$ cat config.mk
export PLATFORM = sky130hd
export DESIGN_NAME = sqvr_front
export DESIGN_NICKNAME = d
export VERILOG_FILES = /design/src/rtl/sprite_quad_vertex_rotator_defines.svh /design/src/rtl/sqvr_pkg.sv /design/src/rtl/sqvr_front.sv
export SDC_FILE = /design/constraint.sdc
export NUM_CORES = 2
export LEC_CHECK = 0
export BUFFER_PORTS_ARGS = -buffer_cell sky130_fd_sc_hd__buf_2
export CORE_UTILIZATION = 51
export DETAILED_ROUTE_END_ITERATION = 8
export GPL_TIMING_DRIVEN = 1
export PLACE_DENSITY = 0.72
export SYNTH_ARGS = -nofsm -noshare
export SYNTH_HDL_FRONTEND = slang
export SYNTH_SLANG_ARGS = --single-unit
$ cat constraint.sdc
create_clock -name clk -period 19.3 [get_ports clk]
set_input_delay 0.965 -clock clk [delete_from_list [all_inputs] [get_ports clk]]
set_output_delay 0.965 -clock clk [all_outputs]
set_load 0.05 [all_outputs]
$ cat src/rtl/sprite_quad_vertex_rotator_defines.svh
// ----------------------------------------------------------------------------
// Sprite quad vertex rotator assertion macros
// Shared concurrent assertion forms used by the top level.
// ----------------------------------------------------------------------------
`ifndef SPRITE_QUAD_VERTEX_ROTATOR_DEFINES_SVH
`define SPRITE_QUAD_VERTEX_ROTATOR_DEFINES_SVH

// Same-cycle implication, checked outside reset.
`define SQVR_ASSERT_IMPL(lbl, ante, cons, msg) \
  lbl: assert property (@(posedge clk) disable iff (rst) (ante) |-> (cons)) else $error(msg);

// Next-cycle implication, checked outside reset.
`define SQVR_ASSERT_NEXT(lbl, ante, cons, msg) \
  lbl: assert property (@(posedge clk) disable iff (rst) (ante) |=> (cons)) else $error(msg);

// Next-cycle implication that also covers the reset cycles.
`define SQVR_ASSERT_ALWAYS_NEXT(lbl, ante, cons, msg) \
  lbl: assert property (@(posedge clk) (ante) |=> (cons)) else $error(msg);

`endif

$ cat src/rtl/sqvr_pkg.sv
// ----------------------------------------------------------------------------
// Sprite quad vertex rotator package
// Types, constants and the sine table shared by the rotator modules.
// ----------------------------------------------------------------------------
`timescale 1ns / 1ps

package sqvr_pkg;

  localparam int TRIG_FRAC_BITS = 14;
  localparam int TRIG_W         = TRIG_FRAC_BITS + 2;   // signed sin/cos
  localparam int PROD_W         = TRIG_FRAC_BITS + 25;  // 23 x TRIG_W product
  localparam int CTR_W          = TRIG_FRAC_BITS + 27;  // doubled centre, scaled
  localparam int SUM_W          = TRIG_FRAC_BITS + 29;  // corner accumulator

  localparam int ANGLE_STEPS = 360;
  localparam int ANGLE_BIAS  = 92 * ANGLE_STEPS;       // makes any 16-bit angle positive
  localparam int RECIP_SHIFT = 25;
  localparam int RECIP_MULT  = (1 << RECIP_SHIFT) / ANGLE_STEPS + 1;

  localparam int OFIFO_DEPTH = 4;

  localparam logic [63:0] PI_Q30 = 64'd3373259426;

  typedef enum logic [0:0] {
    REG_CAMERA_X = 1'b0,
    REG_CAMERA_Y = 1'b1
  } cfg_reg_t;

  typedef enum logic [1:0] {
    CORNER_TL = 2'd0,
    CORNER_TR = 2'd1,
    CORNER_BL = 2'd2,
    CORNER_BR = 2'd3
  } corner_t;

  // One quad after setup, as the corner generator needs it.
  typedef struct packed {
    logic signed [CTR_W-1:0]  cx;
    logic signed [CTR_W-1:0]  cy;
    logic signed [PROD_W-1:0] wc;
    logic signed [PROD_W-1:0] ws;
    logic signed [PROD_W-1:0] hc;
    logic signed [PROD_W-1:0] hs;
    logic [15:0]              u_left;
    logic [15:0]              u_right;
    logic [15:0]              v_top;
    logic [15:0]              v_bottom;
    logic [31:0]              rgba;
  } quad_t;

  typedef struct packed {
    logic signed [23:0] x;
    logic signed [23:0] y;
    logic [15:0]        u;
    logic [15:0]        v;
    logic [31:0]        rgba;
    corner_t            corner;
    logic               last;
  } vertex_t;

  typedef logic [90:0][TRIG_FRAC_BITS:0] sin_tab_t;

  // Quarter-wave sine for 0..90 degrees, built at elaboration from a
  // truncated Taylor series in Q2.30 and rounded half up.
  function automatic sin_tab_t build_sin_tab();
    sin_tab_t           tab;
    logic [63:0]        x;
    logic [63:0]        x2;
    logic [63:0]        term;
    logic signed [63:0] sum;
    logic [63:0]        rnd;
    for (int k = 0; k <= 90; k++) begin
      x    = (64'(k) * PI_Q30) / 64'd180;
      x2   = (x * x) >> 30;
      term = x;
      sum  = $signed(x);
      for (int n = 1; n <= 8; n++) begin
        term = ((term * x2) >> 30) / 64'((2 * n) * (2 * n + 1));
        if ((n % 2) == 1) begin
          sum = sum - $signed(term);
        end else begin
          sum = sum + $signed(term);
        end
      end
      if (sum < 0) begin
        sum = 64'sd0;
      end
      rnd    = ($unsigned(sum) + (64'd1 << (29 - TRIG_FRAC_BITS))) >> (30 - TRIG_FRAC_BITS);
      tab[k] = rnd[TRIG_FRAC_BITS:0];
    end
    return tab;
  endfunction

  localparam sin_tab_t SIN_TAB = build_sin_tab();

endpackage

$ cat src/rtl/sqvr_front.sv
// ----------------------------------------------------------------------------
// Sprite quad vertex rotator front end
// Accepts quads, reduces the angle, looks up sin/cos and forms the
// per-quad products that the corner generator combines.
// ----------------------------------------------------------------------------
`timescale 1ns / 1ps

module sqvr_front import sqvr_pkg::*; (
  input  logic               clk,
  input  logic               rst,
  input  logic signed [23:0] camera_x,
  input  logic signed [23:0] camera_y,
  input  logic               push,
  output logic               full,
  input  logic signed [23:0] pos_x,
  input  logic signed [23:0] pos_y,
  input  logic [21:0]        quad_width,
  input  logic [21:0]        quad_height,
  input  logic signed [15:0] rotation_deg,
  input  logic               has_sprite,
  input  logic               flip_x,
  input  logic [15:0]        tex_left,
  input  logic [15:0]        tex_right,
  input  logic [15:0]        tex_top,
  input  logic [15:0]        tex_bottom,
  input  logic [31:0]        rgba,
  output logic               mq_push,
  output quad_t              mq_wdata,
  input  logic               mq_full
);

  // Stage 1 registers
  logic               s1_v;
  logic signed [24:0] s1_px;
  logic signed [24:0] s1_py;
  logic [21:0]        s1_w;
  logic [21:0]        s1_h;
  logic [16:0]        s1_ang;
  logic [7:0]         s1_q;
  logic [15:0]        s1_ul;
  logic [15:0]        s1_ur;
  logic [15:0]        s1_vt;
  logic [15:0]        s1_vb;
  logic [31:0]        s1_rgba;

  // Stage 2 registers
  logic                     s2_v;
  logic signed [26:0]       s2_cx2;
  logic signed [26:0]       s2_cy2;
  logic [21:0]              s2_w;
  logic [21:0]              s2_h;
  logic signed [TRIG_W-1:0] s2_sn;
  logic signed [TRIG_W-1:0] s2_cs;
  logic [15:0]              s2_ul;
  logic [15:0]              s2_ur;
  logic [15:0]              s2_vt;
  logic [15:0]              s2_vb;
  logic [31:0]              s2_rgba;

  logic        s1_ready;
  logic        s2_ready;
  logic [16:0] ang_ofs;
  logic [33:0] q_prod;
  logic [16:0] q_times;
  logic [8:0]  deg;
  logic [9:0]  deg_cos;
  logic [8:0]  deg_cos_w;
  logic [15:0] ul_sel;
  logic [15:0] ur_sel;

  function automatic logic signed [TRIG_W-1:0] sin_of(input logic [8:0] d);
    logic [6:0]               idx;
    logic                     neg;
    logic signed [TRIG_W-1:0] mag;
    if (d <= 9'd90) begin
      idx = d[6:0];
      neg = 1'b0;
    end else if (d <= 9'd180) begin
      idx = 7'(9'd180 - d);
      neg = 1'b0;
    end else if (d <= 9'd270) begin
      idx = 7'(d - 9'd180);
      neg = 1'b1;
    end else begin
      idx = 7'(9'd360 - d);
      neg = 1'b1;
    end
    mag = $signed({1'b0, SIN_TAB[idx]});
    return neg ? -mag : mag;
  endfunction

  assign s2_ready = !s2_v || !mq_full;
  assign s1_ready = !s1_v || s2_ready;
  assign full     = !s1_ready;
  assign mq_push  = s2_v && !mq_full;

  // Angle plus a multiple of 360 is always positive; the quotient comes
  // from a reciprocal multiply that is exact over this range.
  assign ang_ofs = 17'({{2{rotation_deg[15]}}, rotation_deg} + 18'(ANGLE_BIAS));
  assign q_prod  = 34'(ang_ofs) * 34'(RECIP_MULT);

  assign ul_sel = !has_sprite ? 16'd0 : (flip_x ? tex_right : tex_left);
  assign ur_sel = !has_sprite ? 16'd0 : (flip_x ? tex_left : tex_right);

  assign q_times   = 17'(s1_q) * 17'(ANGLE_STEPS);
  assign deg       = 9'(s1_ang - q_times);
  assign deg_cos   = 10'(deg) + 10'd90;
  assign deg_cos_w = (deg_cos >= 10'(ANGLE_STEPS)) ? 9'(deg_cos - 10'(ANGLE_STEPS))
                                                    : deg_cos[8:0];

  always_ff @(posedge clk) begin
    if (rst) begin
      s1_v <= 1'b0;
      s2_v <= 1'b0;
    end else begin
      if (s1_ready) begin
        s1_v <= push;
      end
      if (s2_ready) begin
        s2_v <= s1_v;
      end
    end
  end

  always_ff @(posedge clk) begin
    if (s1_ready && push) begin
      s1_px   <= 25'(pos_x) - 25'(camera_x);
      s1_py   <= 25'(pos_y) - 25'(camera_y);
      s1_w    <= quad_width;
      s1_h    <= quad_height;
      s1_ang  <= ang_ofs;
      s1_q    <= q_prod[RECIP_SHIFT+7:RECIP_SHIFT];
      s1_ul   <= ul_sel;
      s1_ur   <= ur_sel;
      s1_vt   <= has_sprite ? tex_top : 16'd0;
      s1_vb   <= has_sprite ? tex_bottom : 16'd0;
      s1_rgba <= rgba;
    end
    if (s2_ready && s1_v) begin
      s2_cx2  <= {s1_px[24], s1_px, 1'b0} + $signed({5'd0, s1_w});
      s2_cy2  <= {s1_py[24], s1_py, 1'b0} + $signed({5'd0, s1_h});
      s2_w    <= s1_w;
      s2_h    <= s1_h;
      s2_sn   <= sin_of(deg);
      s2_cs   <= sin_of(deg_cos_w);
      s2_ul   <= s1_ul;
      s2_ur   <= s1_ur;
      s2_vt   <= s1_vt;
      s2_vb   <= s1_vb;
      s2_rgba <= s1_rgba;
    end
  end

  // The four size-by-trig products are written straight into the queue.
  always_comb begin
    mq_wdata.cx       = {s2_cx2, {TRIG_FRAC_BITS{1'b0}}};
    mq_wdata.cy       = {s2_cy2, {TRIG_FRAC_BITS{1'b0}}};
    mq_wdata.wc       = $signed({1'b0, s2_w}) * s2_cs;
    mq_wdata.ws       = $signed({1'b0, s2_w}) * s2_sn;
    mq_wdata.hc       = $signed({1'b0, s2_h}) * s2_cs;
    mq_wdata.hs       = $signed({1'b0, s2_h}) * s2_sn;
    mq_wdata.u_left   = s2_ul;
    mq_wdata.u_right  = s2_ur;
    mq_wdata.v_top    = s2_vt;
    mq_wdata.v_bottom = s2_vb;
    mq_wdata.rgba     = s2_rgba;
  end

endmodule

# Word level (Yosys, flattened, before mapping)
# Memories as Yosys holds them, arrays and structs flattened.
# Index checks and enable logic that the tools add are counted.
dict set report word_totals {
  ff_bits 435
  mem_bits_ro 3840
  in_bits 258
  output_inout_bits 336
  elab_cells 89
  memories 2
}
# name words width read_ports rd_ports_with_merged_regs write_ports line_no
set memory_table {}
lappend memory_table {{(name not given)} 128 15 1 0 0 sqvr_front.sv:88} ;# mag = $signed({1'b0, SIN_TAB[idx]});
lappend memory_table {{(name not given)} 128 15 1 0 0 sqvr_front.sv:88}
dict set report op_classes {
  add_sub_neg 16
  mul 6
  magnitude_cmp 9
  n_mux 21
  n_reduce_logical 9
}
# cell n
set op_table {}
lappend op_table {{multiplier 23 x 16 -> 39 bit} 4}
lappend op_table {{2-to-1 mux 15 bit} 4}
lappend op_table {{2-to-1 mux 7 bit} 8}
lappend op_table {{adder 26 x 23 -> 27 bit} 2}
lappend op_table {{subtractor 24 x 24 -> 25 bit} 2}
lappend op_table {{multiplier 17 x 17 -> 33 bit (second input constant)} 1}
lappend op_table {{2-to-1 mux 16 bit} 2}
lappend op_table {{negator 15 -> 16 bit} 2}
lappend op_table {{less-or-equal comparator 9 x 7 -> 1 bit (second input constant)} 2}
lappend op_table {{less-or-equal comparator 9 x 8 -> 1 bit (second input constant)} 2}
lappend op_table {{less-or-equal comparator 9 bit (second input constant)} 2}
lappend op_table {{adder 16 x 17 -> 17 bit (second input constant)} 1}
lappend op_table {{less-than comparator 7 x 8 -> 1 bit (second input constant)} 2}
lappend op_table {{subtractor 6 x 7 -> 7 bit (first input constant)} 2}
lappend op_table {{subtractor 7 x 6 -> 7 bit (second input constant)} 2}
lappend op_table {{subtractor 7 bit (first input constant)} 2}
lappend op_table {{adder 9 x 7 -> 10 bit (second input constant)} 1}
lappend op_table {{greater-or-equal comparator 10 x 9 -> 1 bit (second input constant)} 1}
lappend op_table {{2-to-1 mux 9 bit} 1}
lappend op_table {{subtractor 9 bit} 1}
lappend op_table {{subtractor 9 bit (second input constant)} 1}
lappend op_table {{multiplier 8 x 6 -> 6 bit (second input constant)} 1}
lappend op_table {{2-to-1 mux 1 bit} 6}
lappend op_table {{zero test 1 bit} 4}
lappend op_table {{other kinds (2)} 5}

# Depth between registers and ports, before layout
dict set report depth {
  depth_word 14
  ltp_mapped 30
}

# Least setup slack after synthesis
# No wires, ideal clock.
dict set report synth_path {
  kind {input port to flip-flop}
  startpoint {input port mq_full}
  endpoint {register s2_cs[0] (enable)}
  setup_time_ns 1.148
  t_arrival_ns 17.093
  required_time_ns 18.152
  slack_ns 1.059
  stages 1
  cell_sequence {a21boi_0}
}
dict set report synth_between {
  elab_chain_cells 3
}
# item line_no
set synth_rtl {}
lappend synth_rtl {{start, declared} sqvr_front.sv:29} ;# input logic mq_full
lappend synth_rtl {{zero test 1 bit} sqvr_front.sv:92} ;# assign s2_ready = !s2_v || !mq_full;
lappend synth_rtl {{logical OR 1 bit} sqvr_front.sv:92}
lappend synth_rtl {{logical AND 1 bit} sqvr_front.sv:139} ;# if (s2_ready && s1_v) begin
lappend synth_rtl {{end signal, assigned} sqvr_front.sv:145} ;# s2_cs <= sin_of(deg_cos_w);
lappend synth_rtl {{end, declared} sqvr_front.sv:53} ;# logic signed [TRIG_W-1:0] s2_cs;
# Every way passes these cells.
# A chain may end at the register's enable or synchronous reset.

==> impl_results.md <==
* Final HPWL DP at 157.5 mm
* Die W at approximately 380 um
* R2r startpoint: s1_q[2]$_DFFE_PP_
* Placer Congestion at around 1
* FF-to-FF path depth at 23
* Synth area leaders: fa_1 32%, edfxtp_1 17%, ha_1 13%
* Clock skew at 0.06140 ns
* Vias in the first global route at 60396
* Post-synth EDFFs at 429
* H-tree depth at 2
* Via count at approximately 57000
* Worst R2R Setup Slack at ~10 ns
* Synth top area share at 0.3241
* Root Driver: clkbuf_16
* Clock Path Buffers at 3
* Resized Gates After CTS at 0
* Final period util at 0.5275
* Flops & latches, synth at 431
* CP endpoint: mq_wdata[173]
* Top Ports at 594
* Register area share after synthesis at 0.1735
* Clock sinks at 431
* Actual slew at the worst max-slew pin at 1.140 ns
* Nets at 10491
* Type of the worst min-delay path: reg2reg
* Final max-slew violation count at 0
* Ys Warns at 0
* Critical path fanouts, max at 33
* Die area at approximately 150000 um2
* Die Ht at between 300 and 400 um
* Outcome: finished, final reports clean
* Drt pass-1 iters at 6
* Synthesized instance count at 7899
* Post-synth ARST share at 0
* Vias/cell at 5.553
* Max incr delay on CP at 0.54 ns
* Critical path class: reg2out
* Worst path slowest cell: o41ai_1
* Largest net degree at the start of global routing at 73
* Slew headroom at 0.2363
* Worst Path Arrival at 9.22 ns
* CTS Buf Count at 48
* Share of layout cells above drive strength 1 at 0.1001
* Core Footprint at 144200 um2
* Total Neg Setup Slack at 0 ns
* Post-route ant nets at 0
* Max-cap violations at 0
* Fill cells at 12732
* Clock latency on the worst-skew pair at 0.65 ns
* Initial antenna violation count at 12
* Initial DRC count at 4002
* Worst-path clk slew at 0.06 ns
* TritonCTS clock tree: built
* GR Overflow Total at 0
* Worst R2R End: s2_cs[5]$_DFFE_PP_
* Critical Path Sink Type: output port
* Layout area overhead at 8.199%
* CTS Hold Bufs at 0
* Most frequent cells in the layout: 1575 x inv_1, 1206 x fa_1, 1043 x nand2_1, 787 x ha_1, 565 x buf_2
* Mapped Area at 74490 um2
* Total wire length at 205.4 mm
* Fmax at 0.09822 GHz
* Final setup fails at 0
* PortBufs at between 500 and 600
* DRC at 0
* Hold Vio Cnt, Final at 0
* First-pass GRT wire length at 327.4 mm
* Most common cell after layout, fill and taps aside: inv_1
* Syn Area/Cell at 9.430 um2
* RSZ-0062 raised after global routing: no
* WL/cell at 20.16 um
* Setup Fix Bufs, Post-CTS at 0
* Ys flop type: edfxtp_1
* Total GRT Usage at 0.2832
* Cell taking the most area after synthesis: fa_1
* Fin crit period at between 10 and 15 ns
* Starting Density at 0.5166
* Critical Path Start Type: flop
* Synth cell types at around 110
* Worst endpoint required time at about 18 ns
* Setup crit start: s2_cs[2]$_DFFE_PP_
* Site Rows at 139
[synth_stat cells (11+ instances only)]
library cell  number
o21ai_0          180
o31ai_1           11
a21oi_1          203
nand2_1         1043
o21a_1            39
nor3_1            74
nand3_1           88
nand2b_1          94
ha_1             787
a31o_2            14
a31oi_1           39
buf_4             35
nor2b_1           65
and2_1           541
o21bai_1          21
inv_1           1575
edfxtp_1         429
nor2_1           258
xnor2_1          200
xor2_1            55
buf_1             34
buf_2             28
clkbuf_1         309
a211oi_1          32
a21boi_0          43
mux2i_1           48
a21o_1            58
fa_1            1206
and3_1            32
o211ai_1          47
nand4_1           14
or3_1             27
[stage by stage]
step	std cells	cell area [um2]	worst slack, ns	hold WS [ns]	utilization
after CTS	10182	80580	9.230	0.4126	0.5589
final	10186	80590	9.119	0.4180	0.5590
after global routing	10183	80590	8.838	0.4215	0.5589
after floorplan	7926	74590	1.059	0.4003	-
after global placement	10093	78910	10.02	0.4009	0.5473
after detailed placement	10093	78910	9.920	0.4045	0.5473
[kinds of logic after synthesis]
kind of cell	Yosys count	synth area share
AO/OA/AOI/OAI	870	0.07829
XOR/XNOR	259	0.03086
AND/OR/NAND/NOR	2293	0.1475
flip-flops	431	0.1735
other	1	0.00005034
multiplexers	64	0.01068
buffers and inverters	1988	0.1028
adder cells (fa/ha/maj)	1993	0.4563
[cell type report]
class                      instances  area [um2]  share of cell area
antenna                            4       10.01           0.0001242
clock buffer                      49        1205             0.01495
clock inverter                    40       467.9            0.005806
inverter                        1578        5923             0.07349
multi-input combinational       5507       54040              0.6705
sequential                       431       12920              0.1603
tap                             1903        2381             0.02954
timing repair buffer             674        3646             0.04524
[worst max-delay path: cells and delay by family (launching register included)]
| kind | cells | cell delay, ns |
|---|---|---|
| AOI/OAI and AO/OA | 12 | 3.55 |
| xor gates and xnor gates | 1 | 0.28 |
| adders and majority gates | 7 | 2.97 |
| buffers and inverters | 8 | 1.16 |
| DFF | 1 | 0.36 |
| and+or+nand+nor | 1 | 0.25 |
[layer usage]
metal / global-route usage / vias to the layer above / part of all wire / routed length (um)
met5: 0 / - / 0.00036 / 73
met4: 0.1208 / 14 / 0.049 / 10010
met3: 0.05896 / 462 / 0.087 / 17890
met2: 0.4803 / 2359 / 0.48 / 99250
met1: 0.3487 / 28340 / 0.38 / 78130
li1: - / 25387 / - / -
[worst min path at each step]
stage	cells after the start	to	start	slack (ns)
floorplan	0	s2_cx2[0]$_DFFE_PP_	s1_w[0]$_DFFE_PP_	0.40
global placement	0	s2_rgba[12]$_DFFE_PP_	s1_rgba[12]$_DFFE_PP_	0.40
detailed placement	0	s2_rgba[12]$_DFFE_PP_	s1_rgba[12]$_DFFE_PP_	0.40
CTS	0	s2_w[17]$_DFFE_PP_	s1_w[17]$_DFFE_PP_	0.41
global route	0	s2_cy2[0]$_DFFE_PP_	s1_h[0]$_DFFE_PP_	0.42
finish	0	s2_rgba[12]$_DFFE_PP_	s1_rgba[12]$_DFFE_PP_	0.42
[flip-flops by register name, indices dropped and copies added, names as in the netlist, 21 cells and up]
register and cells:
s1_py 25, s1_rgba 32, s2_cx2 27, s2_h 21, s2_w 21, s1_h 22, s2_rgba 32, s2_cy2 27
s1_w 22, s1_px 25
Power is not shown: default switching activity piles up to over one toggle a cycle in this logic, so the estimate is an artifact.
