--- config.mk ---
export PLATFORM = sky130hd
export DESIGN_NAME = sqvr_back
export DESIGN_NICKNAME = d
export VERILOG_FILES = /design/src/rtl/sprite_quad_vertex_rotator_defines.svh /design/src/rtl/sqvr_pkg.sv /design/src/rtl/sqvr_back.sv
export SDC_FILE = /design/constraint.sdc
export NUM_CORES = 1
export LEC_CHECK = 0
export BUFFER_PORTS_ARGS = -buffer_cell sky130_fd_sc_hd__buf_2
export CAP_MARGIN = 20
export CORE_AREA = 4 4 234 236
export CTS_BUF_LIST = sky130_fd_sc_hd__clkbuf_8
export CTS_CLUSTER_SIZE = 8
export DETAILED_ROUTE_END_ITERATION = 8
export DIE_AREA = 0 0 238 240
export GPL_ROUTABILITY_DRIVEN = 0
export PLACE_DENSITY = 0.82
export SLEW_MARGIN = 20
export SYNTH_ARGS = -nofsm -noshare
export SYNTH_HDL_FRONTEND = slang
export SYNTH_SLANG_ARGS = --single-unit
export TNS_END_PERCENT = 30
--- constraint.sdc ---
create_clock -name clk -period 15.85 [get_ports clk]
set_clock_uncertainty 0.1 [all_clocks]
set_input_delay 3.17 -clock clk [delete_from_list [all_inputs] [get_ports clk]]
set_output_delay 3.17 -clock clk [all_outputs]
set_load 0.02 [all_outputs]
--- src/rtl/sprite_quad_vertex_rotator_defines.svh ---
// ----------------------------------------------------------------------------
// Sprite quad vertex rotator assertion macros
// Shared concurrent assertion forms used by the top level.
// ----------------------------------------------------------------------------
`ifndef SPRITE_QUAD_VERTEX_ROTATOR_DEFINES_SVH
`define SPRITE_QUAD_VERTEX_ROTATOR_DEFINES_SVH

// Same-cycle implication, checked outside reset.
`define SQVR_ASSERT_IMPL(lbl, ante, cons, msg) \
  lbl: assert property (@(posedge clk) disable iff (rst) (ante) |-> (cons)) else $error(msg);

// Next-cycle implication, checked outside reset.
`define SQVR_ASSERT_NEXT(lbl, ante, cons, msg) \
  lbl: assert property (@(posedge clk) disable iff (rst) (ante) |=> (cons)) else $error(msg);

// Next-cycle implication that also covers the reset cycles.
`define SQVR_ASSERT_ALWAYS_NEXT(lbl, ante, cons, msg) \
  lbl: assert property (@(posedge clk) (ante) |=> (cons)) else $error(msg);

`endif

--- src/rtl/sqvr_pkg.sv ---
// ----------------------------------------------------------------------------
// Sprite quad vertex rotator package
// Types, constants and the sine table shared by the rotator modules.
// ----------------------------------------------------------------------------
`timescale 1ns / 1ps

package sqvr_pkg;

  localparam int TRIG_FRAC_BITS = 14;
  localparam int TRIG_W         = TRIG_FRAC_BITS + 2;   // signed sin/cos
  localparam int PROD_W         = TRIG_FRAC_BITS + 25;  // 23 x TRIG_W product
  localparam int CTR_W          = TRIG_FRAC_BITS + 27;  // doubled centre, scaled
  localparam int SUM_W          = TRIG_FRAC_BITS + 29;  // corner accumulator

  localparam int ANGLE_STEPS = 360;
  localparam int ANGLE_BIAS  = 92 * ANGLE_STEPS;       // makes any 16-bit angle positive
  localparam int RECIP_SHIFT = 25;
  localparam int RECIP_MULT  = (1 << RECIP_SHIFT) / ANGLE_STEPS + 1;

  localparam int OFIFO_DEPTH = 4;

  localparam logic [63:0] PI_Q30 = 64'd3373259426;

  typedef enum logic [0:0] {
    REG_CAMERA_X = 1'b0,
    REG_CAMERA_Y = 1'b1
  } cfg_reg_t;

  typedef enum logic [1:0] {
    CORNER_TL = 2'd0,
    CORNER_TR = 2'd1,
    CORNER_BL = 2'd2,
    CORNER_BR = 2'd3
  } corner_t;

  // One quad after setup, as the corner generator needs it.
  typedef struct packed {
    logic signed [CTR_W-1:0]  cx;
    logic signed [CTR_W-1:0]  cy;
    logic signed [PROD_W-1:0] wc;
    logic signed [PROD_W-1:0] ws;
    logic signed [PROD_W-1:0] hc;
    logic signed [PROD_W-1:0] hs;
    logic [15:0]              u_left;
    logic [15:0]              u_right;
    logic [15:0]              v_top;
    logic [15:0]              v_bottom;
    logic [31:0]              rgba;
  } quad_t;

  typedef struct packed {
    logic signed [23:0] x;
    logic signed [23:0] y;
    logic [15:0]        u;
    logic [15:0]        v;
    logic [31:0]        rgba;
    corner_t            corner;
    logic               last;
  } vertex_t;

  typedef logic [90:0][TRIG_FRAC_BITS:0] sin_tab_t;

  // Quarter-wave sine for 0..90 degrees, built at elaboration from a
  // truncated Taylor series in Q2.30 and rounded half up.
  function automatic sin_tab_t build_sin_tab();
    sin_tab_t           tab;
    logic [63:0]        x;
    logic [63:0]        x2;
    logic [63:0]        term;
    logic signed [63:0] sum;
    logic [63:0]        rnd;
    for (int k = 0; k <= 90; k++) begin
      x    = (64'(k) * PI_Q30) / 64'd180;
      x2   = (x * x) >> 30;
      term = x;
      sum  = $signed(x);
      for (int n = 1; n <= 8; n++) begin
        term = ((term * x2) >> 30) / 64'((2 * n) * (2 * n + 1));
        if ((n % 2) == 1) begin
          sum = sum - $signed(term);
        end else begin
          sum = sum + $signed(term);
        end
      end
      if (sum < 0) begin
        sum = 64'sd0;
      end
      rnd    = ($unsigned(sum) + (64'd1 << (29 - TRIG_FRAC_BITS))) >> (30 - TRIG_FRAC_BITS);
      tab[k] = rnd[TRIG_FRAC_BITS:0];
    end
    return tab;
  endfunction

  localparam sin_tab_t SIN_TAB = build_sin_tab();

endpackage

--- src/rtl/sqvr_back.sv ---
// ----------------------------------------------------------------------------
// Sprite quad vertex rotator corner generator
// Steps through the four corners of the head quad, rounds and saturates the
// positions and holds finished vertices in a small output queue.
// ----------------------------------------------------------------------------
`timescale 1ns / 1ps

module sqvr_back import sqvr_pkg::*; (
  input  logic    clk,
  input  logic    rst,
  input  logic    mq_valid,
  input  quad_t   mq_rdata,
  output logic    mq_pop,
  output logic    empty,
  input  logic    pop,
  output vertex_t out_word
);

  localparam int PTR_W = $clog2(OFIFO_DEPTH);
  localparam int CNT_W = $clog2(OFIFO_DEPTH + 2);

  corner_t                  k;
  logic                     issue;
  logic                     b1_v;
  logic signed [SUM_W-1:0]  b1_rx;
  logic signed [SUM_W-1:0]  b1_ry;
  logic [15:0]              b1_u;
  logic [15:0]              b1_vv;
  logic [31:0]              b1_rgba;
  corner_t                  b1_corner;

  logic signed [SUM_W-1:0]  cx_ext;
  logic signed [SUM_W-1:0]  cy_ext;
  logic signed [SUM_W-1:0]  wc_ext;
  logic signed [SUM_W-1:0]  ws_ext;
  logic signed [SUM_W-1:0]  hc_ext;
  logic signed [SUM_W-1:0]  hs_ext;

  vertex_t                  ofifo [OFIFO_DEPTH];
  logic [PTR_W-1:0]         wptr;
  logic [PTR_W-1:0]         rptr;
  logic [CNT_W-1:0]         ocount;
  logic                     opop;
  vertex_t                  vert;

  function automatic logic signed [23:0] round_sat(input logic signed [SUM_W-1:0] v);
    logic signed [SUM_W-1:0]            t;
    logic signed [SUM_W-TRIG_FRAC_BITS-2:0] s;
    t = v + (SUM_W'(1) <<< TRIG_FRAC_BITS);
    s = t[SUM_W-1:TRIG_FRAC_BITS+1];
    if (s[$left(s):23] == {($left(s) - 22){s[23]}}) begin
      return s[23:0];
    end else if (s[$left(s)]) begin
      return 24'sh800000;
    end else begin
      return 24'sh7FFFFF;
    end
  endfunction

  assign cx_ext = {{(SUM_W - CTR_W){mq_rdata.cx[CTR_W-1]}}, mq_rdata.cx};
  assign cy_ext = {{(SUM_W - CTR_W){mq_rdata.cy[CTR_W-1]}}, mq_rdata.cy};
  assign wc_ext = {{(SUM_W - PROD_W){mq_rdata.wc[PROD_W-1]}}, mq_rdata.wc};
  assign ws_ext = {{(SUM_W - PROD_W){mq_rdata.ws[PROD_W-1]}}, mq_rdata.ws};
  assign hc_ext = {{(SUM_W - PROD_W){mq_rdata.hc[PROD_W-1]}}, mq_rdata.hc};
  assign hs_ext = {{(SUM_W - PROD_W){mq_rdata.hs[PROD_W-1]}}, mq_rdata.hs};

  // A corner is issued only when the output queue has room for it and for
  // the one already in the rounding stage.
  assign issue  = mq_valid && ((ocount + CNT_W'(b1_v)) < CNT_W'(OFIFO_DEPTH));
  assign mq_pop = issue && (k == CORNER_BR);
  assign opop   = pop && !empty;
  assign empty  = (ocount == '0);
  assign out_word = ofifo[rptr];

  always_ff @(posedge clk) begin
    if (rst) begin
      k    <= CORNER_TL;
      b1_v <= 1'b0;
    end else begin
      b1_v <= issue;
      if (issue) begin
        k <= corner_t'(k + 2'd1);
      end
    end
  end

  always_ff @(posedge clk) begin
    if (issue) begin
      b1_rx     <= cx_ext + (k[0] ? wc_ext : -wc_ext) - (k[1] ? hs_ext : -hs_ext);
      b1_ry     <= cy_ext + (k[0] ? ws_ext : -ws_ext) + (k[1] ? hc_ext : -hc_ext);
      b1_u      <= k[0] ? mq_rdata.u_right : mq_rdata.u_left;
      b1_vv     <= k[1] ? mq_rdata.v_bottom : mq_rdata.v_top;
      b1_rgba   <= mq_rdata.rgba;
      b1_corner <= k;
    end
  end

  always_comb begin
    vert.x      = round_sat(b1_rx);
    vert.y      = round_sat(b1_ry);
    vert.u      = b1_u;
    vert.v      = b1_vv;
    vert.rgba   = b1_rgba;
    vert.corner = b1_corner;
    vert.last   = (b1_corner == CORNER_BR);
  end

  always_ff @(posedge clk) begin
    if (rst) begin
      wptr   <= '0;
      rptr   <= '0;
      ocount <= '0;
    end else begin
      if (b1_v) begin
        wptr <= PTR_W'(wptr + 1'b1);
      end
      if (opop) begin
        rptr <= PTR_W'(rptr + 1'b1);
      end
      ocount <= ocount + CNT_W'(b1_v) - CNT_W'(opop);
    end
  end

  always_ff @(posedge clk) begin
    if (b1_v) begin
      ofifo[wptr] <= vert;
    end
  end

endmodule

## Yosys cells after proc, flatten, opt, wreduce, memory -nomap -nowiden

Memory sizes are Yosys's and may differ from the RTL's. A register that Yosys moved wholly into a read port is not among the register bits.
Index checks and enable logic that the tools add are counted.
Widths: inputs -> output; s select.

- Logic and storage cells: 51
- Flip-flop bits (word level): 162
- Memories: 1
- Output and inout bits: 117
- Bits in writable memories: 460
- Bits of input ports: 338

Memories:

| name | words | width | rd ports | clocked after memory_dff | write ports | line | source |
|---|---|---|---|---|---|---|---|
| ofifo | 4 | 115 | 1 | 1 | 1 | sqvr_back.sv:39 | `vertex_t ofifo [OFIFO_DEPTH];` |

- Eq/ne operators: 4
- Multiplexer cells: 14
- Reductions and logical operators: 5
- Order comparisons: 1
- $add $sub $neg: 15

Operators with widths:

| kind | number |
|---|---|
| $mux 43 | 4 |
| $neg 39->43 | 4 |
| $mux 24 | 4 |
| $add 41x43->43 | 2 |
| $add 43x16->43 const B | 2 |
| $add 43x43->43 | 1 |
| $sub 43x43->43 | 1 |
| $mux 16 | 2 |
| $eq 4x4->1 | 2 |
| $add 2x1->2 const B | 3 |
| $eq 2x2->1 const B | 2 |
| $mux 2 | 2 |
| $add 3x1->3 | 1 |
| $logic_and 1x1->1 | 3 |
| $logic_not 3->1 | 1 |
| $lt 3x3->1 const B | 1 |
| $sub 3x1->3 | 1 |
| $mux 1 | 2 |
| $logic_not 1->1 | 1 |

## Logic depth before layout (Yosys ltp)

- Depth in word-level cells: 5
- Gate-level depth with buffers: 21
- Depth with buffers taken out: 21

## Worst setup path before layout

No wires, ideal clock.

- Path type: in2reg
- Start point: input mq_rdata[190] in the netlist's numbering
- End point: register b1_ry[42] (data pin)
- Cell stages on the path: 19
- Setup time: 0.260 ns
- Slack: 7.256 ns
- Required time: 15.490 ns
- Path buffers: 0
- Arrival: 8.234 ns
- Cell sequence: or4_1 or3_1 or4_1 nor3b_1 a21oi_1 xnor2_1 fa_1 inv_1 ha_1 and4_1 nand3_1 a2bb2oi_1 or3_1 o211a_1 o21ai_0 a221oi_1 o2111ai_1 a21oi_1 xnor2_1

- Word-level cells in the longest chain between the ends: 4

Ends and longest elaborated chain:

| what | line | source |
|---|---|---|
| start: declaration | sqvr_back.sv:12 | `input quad_t mq_rdata,` |
| $neg 39->43 | sqvr_back.sv:90 | `b1_ry <= cy_ext + (k[0] ? ws_ext : -ws_ext) + (k[1] ? hc_ext : -hc_ext);` |
| $mux 43 (*) | sqvr_back.sv:90 |  |
| $add 41x43->43 (*) | sqvr_back.sv:90 |  |
| $add 43x43->43 (*) | sqvr_back.sv:90 |  |
| end signal: assignment | sqvr_back.sv:90 |  |
| end: declaration | sqvr_back.sv:26 | `logic signed [SUM_W-1:0] b1_ry;` |

Every way passes the cells marked *; elsewhere a longest branch is shown, timed or not.
A chain may end at the register's enable or synchronous reset.

## Worst setup path in the final report

Ends and elaborated chain as after synthesis.

==> flow_metrics.env <==
export IMPL_outcome="finished clean"
export IMPL_nets=3277
export IMPL_cap_violations=0
export IMPL_synth_compound_area_frac=0.0609
export IMPL_start_util=0.596
export IMPL_cp_depth=20
export IMPL_peakVddDrop_mv=0.0787
export IMPL_postSynthAreaPerCell_um2=13.8
export IMPL_p_total_uw=6420
export IMPL_root_buffer="clkbuf_8"
export IMPL_clock_path_buffers=3
export IMPL_synth_xor_area_share=0.0726
export IMPL_r2r_start="k[0]$_SDFFE_PP0P_"
export IMPL_area_growth_pct=14.7
export IMPL_worstMarginPinSlew_ns=1.09
export IMPL_grt_pass1_vias=21356
export IMPL_crit_start="mq_rdata[190]"
export IMPL_groute_usage_overall=0.256
export IMPL_cts_clk_slew_worst_paths_ns=0.05
export IMPL_synth_top_family_by_area="multiplexers"
export IMPL_hold_violations=0
export IMPL_clkPwrFrac=0.173
export IMPL_synth_simple_area_share=0.0752
export IMPL_drive_gt1_frac=0.265
export IMPL_utilization=0.684
export IMPL_r2r_cells=14
export IMPL_grt_met1_usage=0.324
export IMPL_synthFlopType="edfxtp_1"
export IMPL_critical_path_top_delay_family="simple AND/OR/NAND/NOR gates"
export IMPL_crit_path_top_delay_cell="nor3b_1"
export IMPL_layout_commonest_cell="edfxtp_1"
export IMPL_grt_max_degree=75
export IMPL_synth_seq_cells=596
export IMPL_yosysTopAreaCell="edfxtp_1"
export IMPL_antenna_found_initial=16
export IMPL_clkSinkCount=596
export IMPL_hp_class="reg -> reg"
export IMPL_num_rows=84
export IMPL_internal_power_uw=4000
export IMPL_fin_setup_tns_ns=0
export IMPL_fp_dieH_um=240
export IMPL_synth_edff_count=584
export IMPL_drcViolationCount=0
export IMPL_hpwl_um=53200
export IMPL_via_per_inst=5.84
export IMPL_ys_warn_count=0
export IMPL_io_buffers=454
export IMPL_power_density_nw_per_um2=179
export IMPL_worst_path_buf_inv=2
export IMPL_period_share=0.566
export IMPL_criticalPathCategory="in -> reg"
export IMPL_drv_slew=0
export IMPL_cts_tree="yes"
export IMPL_clk_latency_ns=0.65
export IMPL_finalHoldWorstSlack_ns=0.395
export IMPL_synth_area_leaders="edfxtp_1, mux4_2, fa_1"
export IMPL_syn_cell_area_um2=31300
export IMPL_first_pass_iters=7
export IMPL_busiest_layer="met2"
export IMPL_syn_num_nets=2777
export IMPL_core_um2=52400
export IMPL_timing_fmax_mhz=111
export IMPL_grt_pass1_wl_um=114000
export IMPL_hold_buffers=0
export IMPL_dieWidth_um=238
export IMPL_wire_per_inst_um=21.0
export IMPL_cp_max_fo=7
export IMPL_max_stage_delay_ns=0.91
export IMPL_gr_total_overflow=0
export IMPL_setup_worst_path_end="b1_ry[42]$_DFFE_PP_"
export IMPL_r2r_setup_slack_ns=10.38
export IMPL_post_cts_buffers=0
export IMPL_p_seq_frac=0.375
export IMPL_synthAdderAreaFrac=0.0918
export IMPL_async_reset_ff_frac=0
export IMPL_switching_share=0.378
export IMPL_antenna_left=0
export IMPL_die_area_um2=57100
export IMPL_slew_headroom=0.273
export IMPL_htreeDepth=3
export IMPL_endpoint_kind="flip-flop"
export IMPL_drt_iter0_drc=1364
export IMPL_crit_chain="buf_2 -> or4_1 -> or3_1 -> or4_1 -> nor3b_1 -> a21oi_1 -> xnor2_1 -> fa_1 -> inv_1 -> ha_1 -> and4_1 -> nand3_1 -> a2bb2oi_1 -> or3_1 -> o211a_1 -> o21ai_0 -> a221oi_1 -> o2111ai_1 -> a21oi_1 -> xnor2_1"
export IMPL_cp_arrival_ns=9.25
export IMPL_synth_cell_type_count=68
export IMPL_synth_top_cell_area_share=0.561
export IMPL_num_io_pins=455
export IMPL_rsz0062_at_grt="no"
export IMPL_finalSetupViolations=0
export IMPL_cts_resized=0
export IMPL_layout_common_cells="edfxtp_1, buf_2, inv_1"
export IMPL_r2r_end="b1_ry[42]$_DFFE_PP_"
export IMPL_vias=20438
export IMPL_cts_buffers=90
export IMPL_leakage_uw=0.0135
export IMPL_wl_um=73500
export IMPL_grt_util_met2=0.430
export IMPL_min_period_ns=8.97
export IMPL_synth_cells=2259
export IMPL_p_sw_uw=2420
export IMPL_synth_mux_area_frac=0.0984
export IMPL_cp_required_ns=16.13
export IMPL_grt_util_met3=0.0574
export IMPL_seq_area_frac_synth=0.569
export IMPL_start_kind="input pin"
export IMPL_pwr_share_comb=0.452
## flip-flops by register name, summed over array words and instances, names as in the netlist, 3 cells and up, named ones only
register,count
b1_rx,29
ofifo,460
b1_u,16
b1_vv,16
b1_ry,29
ocount,3
b1_rgba,32
## how the worst min path moves through the flow
stage | slack (ns) | depth (start not counted) | to | startpoint
6_report | 0.39 | 0 | ofifo[1][42]$_DFFE_PP_ | b1_vv[7]$_DFFE_PP_
5_1_grt | 0.41 | 0 | ofifo[1][43]$_DFFE_PP_ | b1_vv[8]$_DFFE_PP_
4_1_cts | 0.39 | 0 | ofifo[3][42]$_DFFE_PP_ | b1_vv[7]$_DFFE_PP_
3_5_place_dp | 0.38 | 0 | ofifo[2][32]$_DFFE_PP_ | b1_rgba[29]$_DFFE_PP_
3_3_place_gp | 0.36 | 0 | ofifo[0][32]$_DFFE_PP_ | b1_rgba[29]$_DFFE_PP_
2_1_floorplan | 0.33 | 0 | b1_corner[1]$_DFFE_PP_ | k[1]$_SDFFE_PP0P_
## worst register-to-register path: stages (launching register included)
cell and delay, ns:
dfxtp_4 0.76, nor2_1 0.17, xor2_1 0.43, fa_1 0.51, ha_1 0.29, and4_1 0.22, a32oi_1 0.18, a21oi_1 0.11
o31ai_1 0.78, o211a_1 0.34, o21ai_0 0.18, a221oi_1 0.56, o2111ai_1 0.27, a21oi_1 0.22, xnor2_1 0.09
## cell usage after synthesis, drive strengths merged (8+ instances only)
| cell | count |
|---|---|
| dfxtp | 12 |
| a211oi | 11 |
| inv | 208 |
| xor2 | 89 |
| nor2 | 177 |
| nand2b | 11 |
| nand4 | 18 |
| fa | 82 |
| nor3 | 53 |
| mux2 | 33 |
| edfxtp | 584 |
| ha | 98 |
| nor2b | 14 |
| buf | 23 |
| nor4 | 28 |
| xnor2 | 170 |
| or4 | 9 |
| a21oi | 156 |
| clkbuf | 38 |
| and4 | 9 |
| or3 | 15 |
| mux4 | 115 |
| o21bai | 14 |
| mux2i | 9 |
| a21o | 28 |
| nor3b | 8 |
| nand2 | 70 |
| nand3 | 28 |
| and2 | 10 |
| o21ai | 55 |
| a31oi | 18 |
| o21a | 8 |
| and3 | 17 |
## layer usage
layer | wire (µm) | up-vias
met1 | 28400 | 9961
met3 | 6200 | 175
met4 | 2910 | 8
met2 | 36000 | 946
li1 | - | 9348
met5 | 53 | -
## power by group through the flow
stage | clock [µW] | combinational (µW) | sequential, µW
after floorplan | 0 | 2160 | 2350
after global placement | 0 | 2780 | 2410
after detailed placement | 0 | 2880 | 2440
after CTS | 1140 | 2900 | 2410
after global routing | 1210 | 3210 | 2440
final | 1110 | 2900 | 2410
## cell families (layout without fill, tap and decap cells)
group                    after synthesis  in the layout
AND/OR/NAND/NOR                      477            477
other                                  0             12
XOR/XNOR                             259            259
flip-flops                           596            596
adder cells (fa/ha/maj)              180            180
buffers and inverters                269            811
AO/OA/AOI/OAI                        321            321
multiplexers                         157            157
## cell type report
cell class              count  area, µm²
clock inverters            40        231
clock buffers              94       1290
fillers                  3516      16600
inverters                 208        786
diodes                     12       30.0
multi-input cells        1394      12500
flip-flops and latches    596      17800
repair buffers            469       2380
well taps                 688        861
## per-stage QoR
step	setup WS [ns]	cells	instance area (µm²)
after CTS	7.11	3489	35800
after floorplan	7.26	2259	31300
after detailed placement	6.40	3355	34300
final	6.88	3501	35900
after global placement	6.53	3355	34300
after global routing	6.63	3498	35800
No activity file was read; power rests on OpenSTA's default activity.
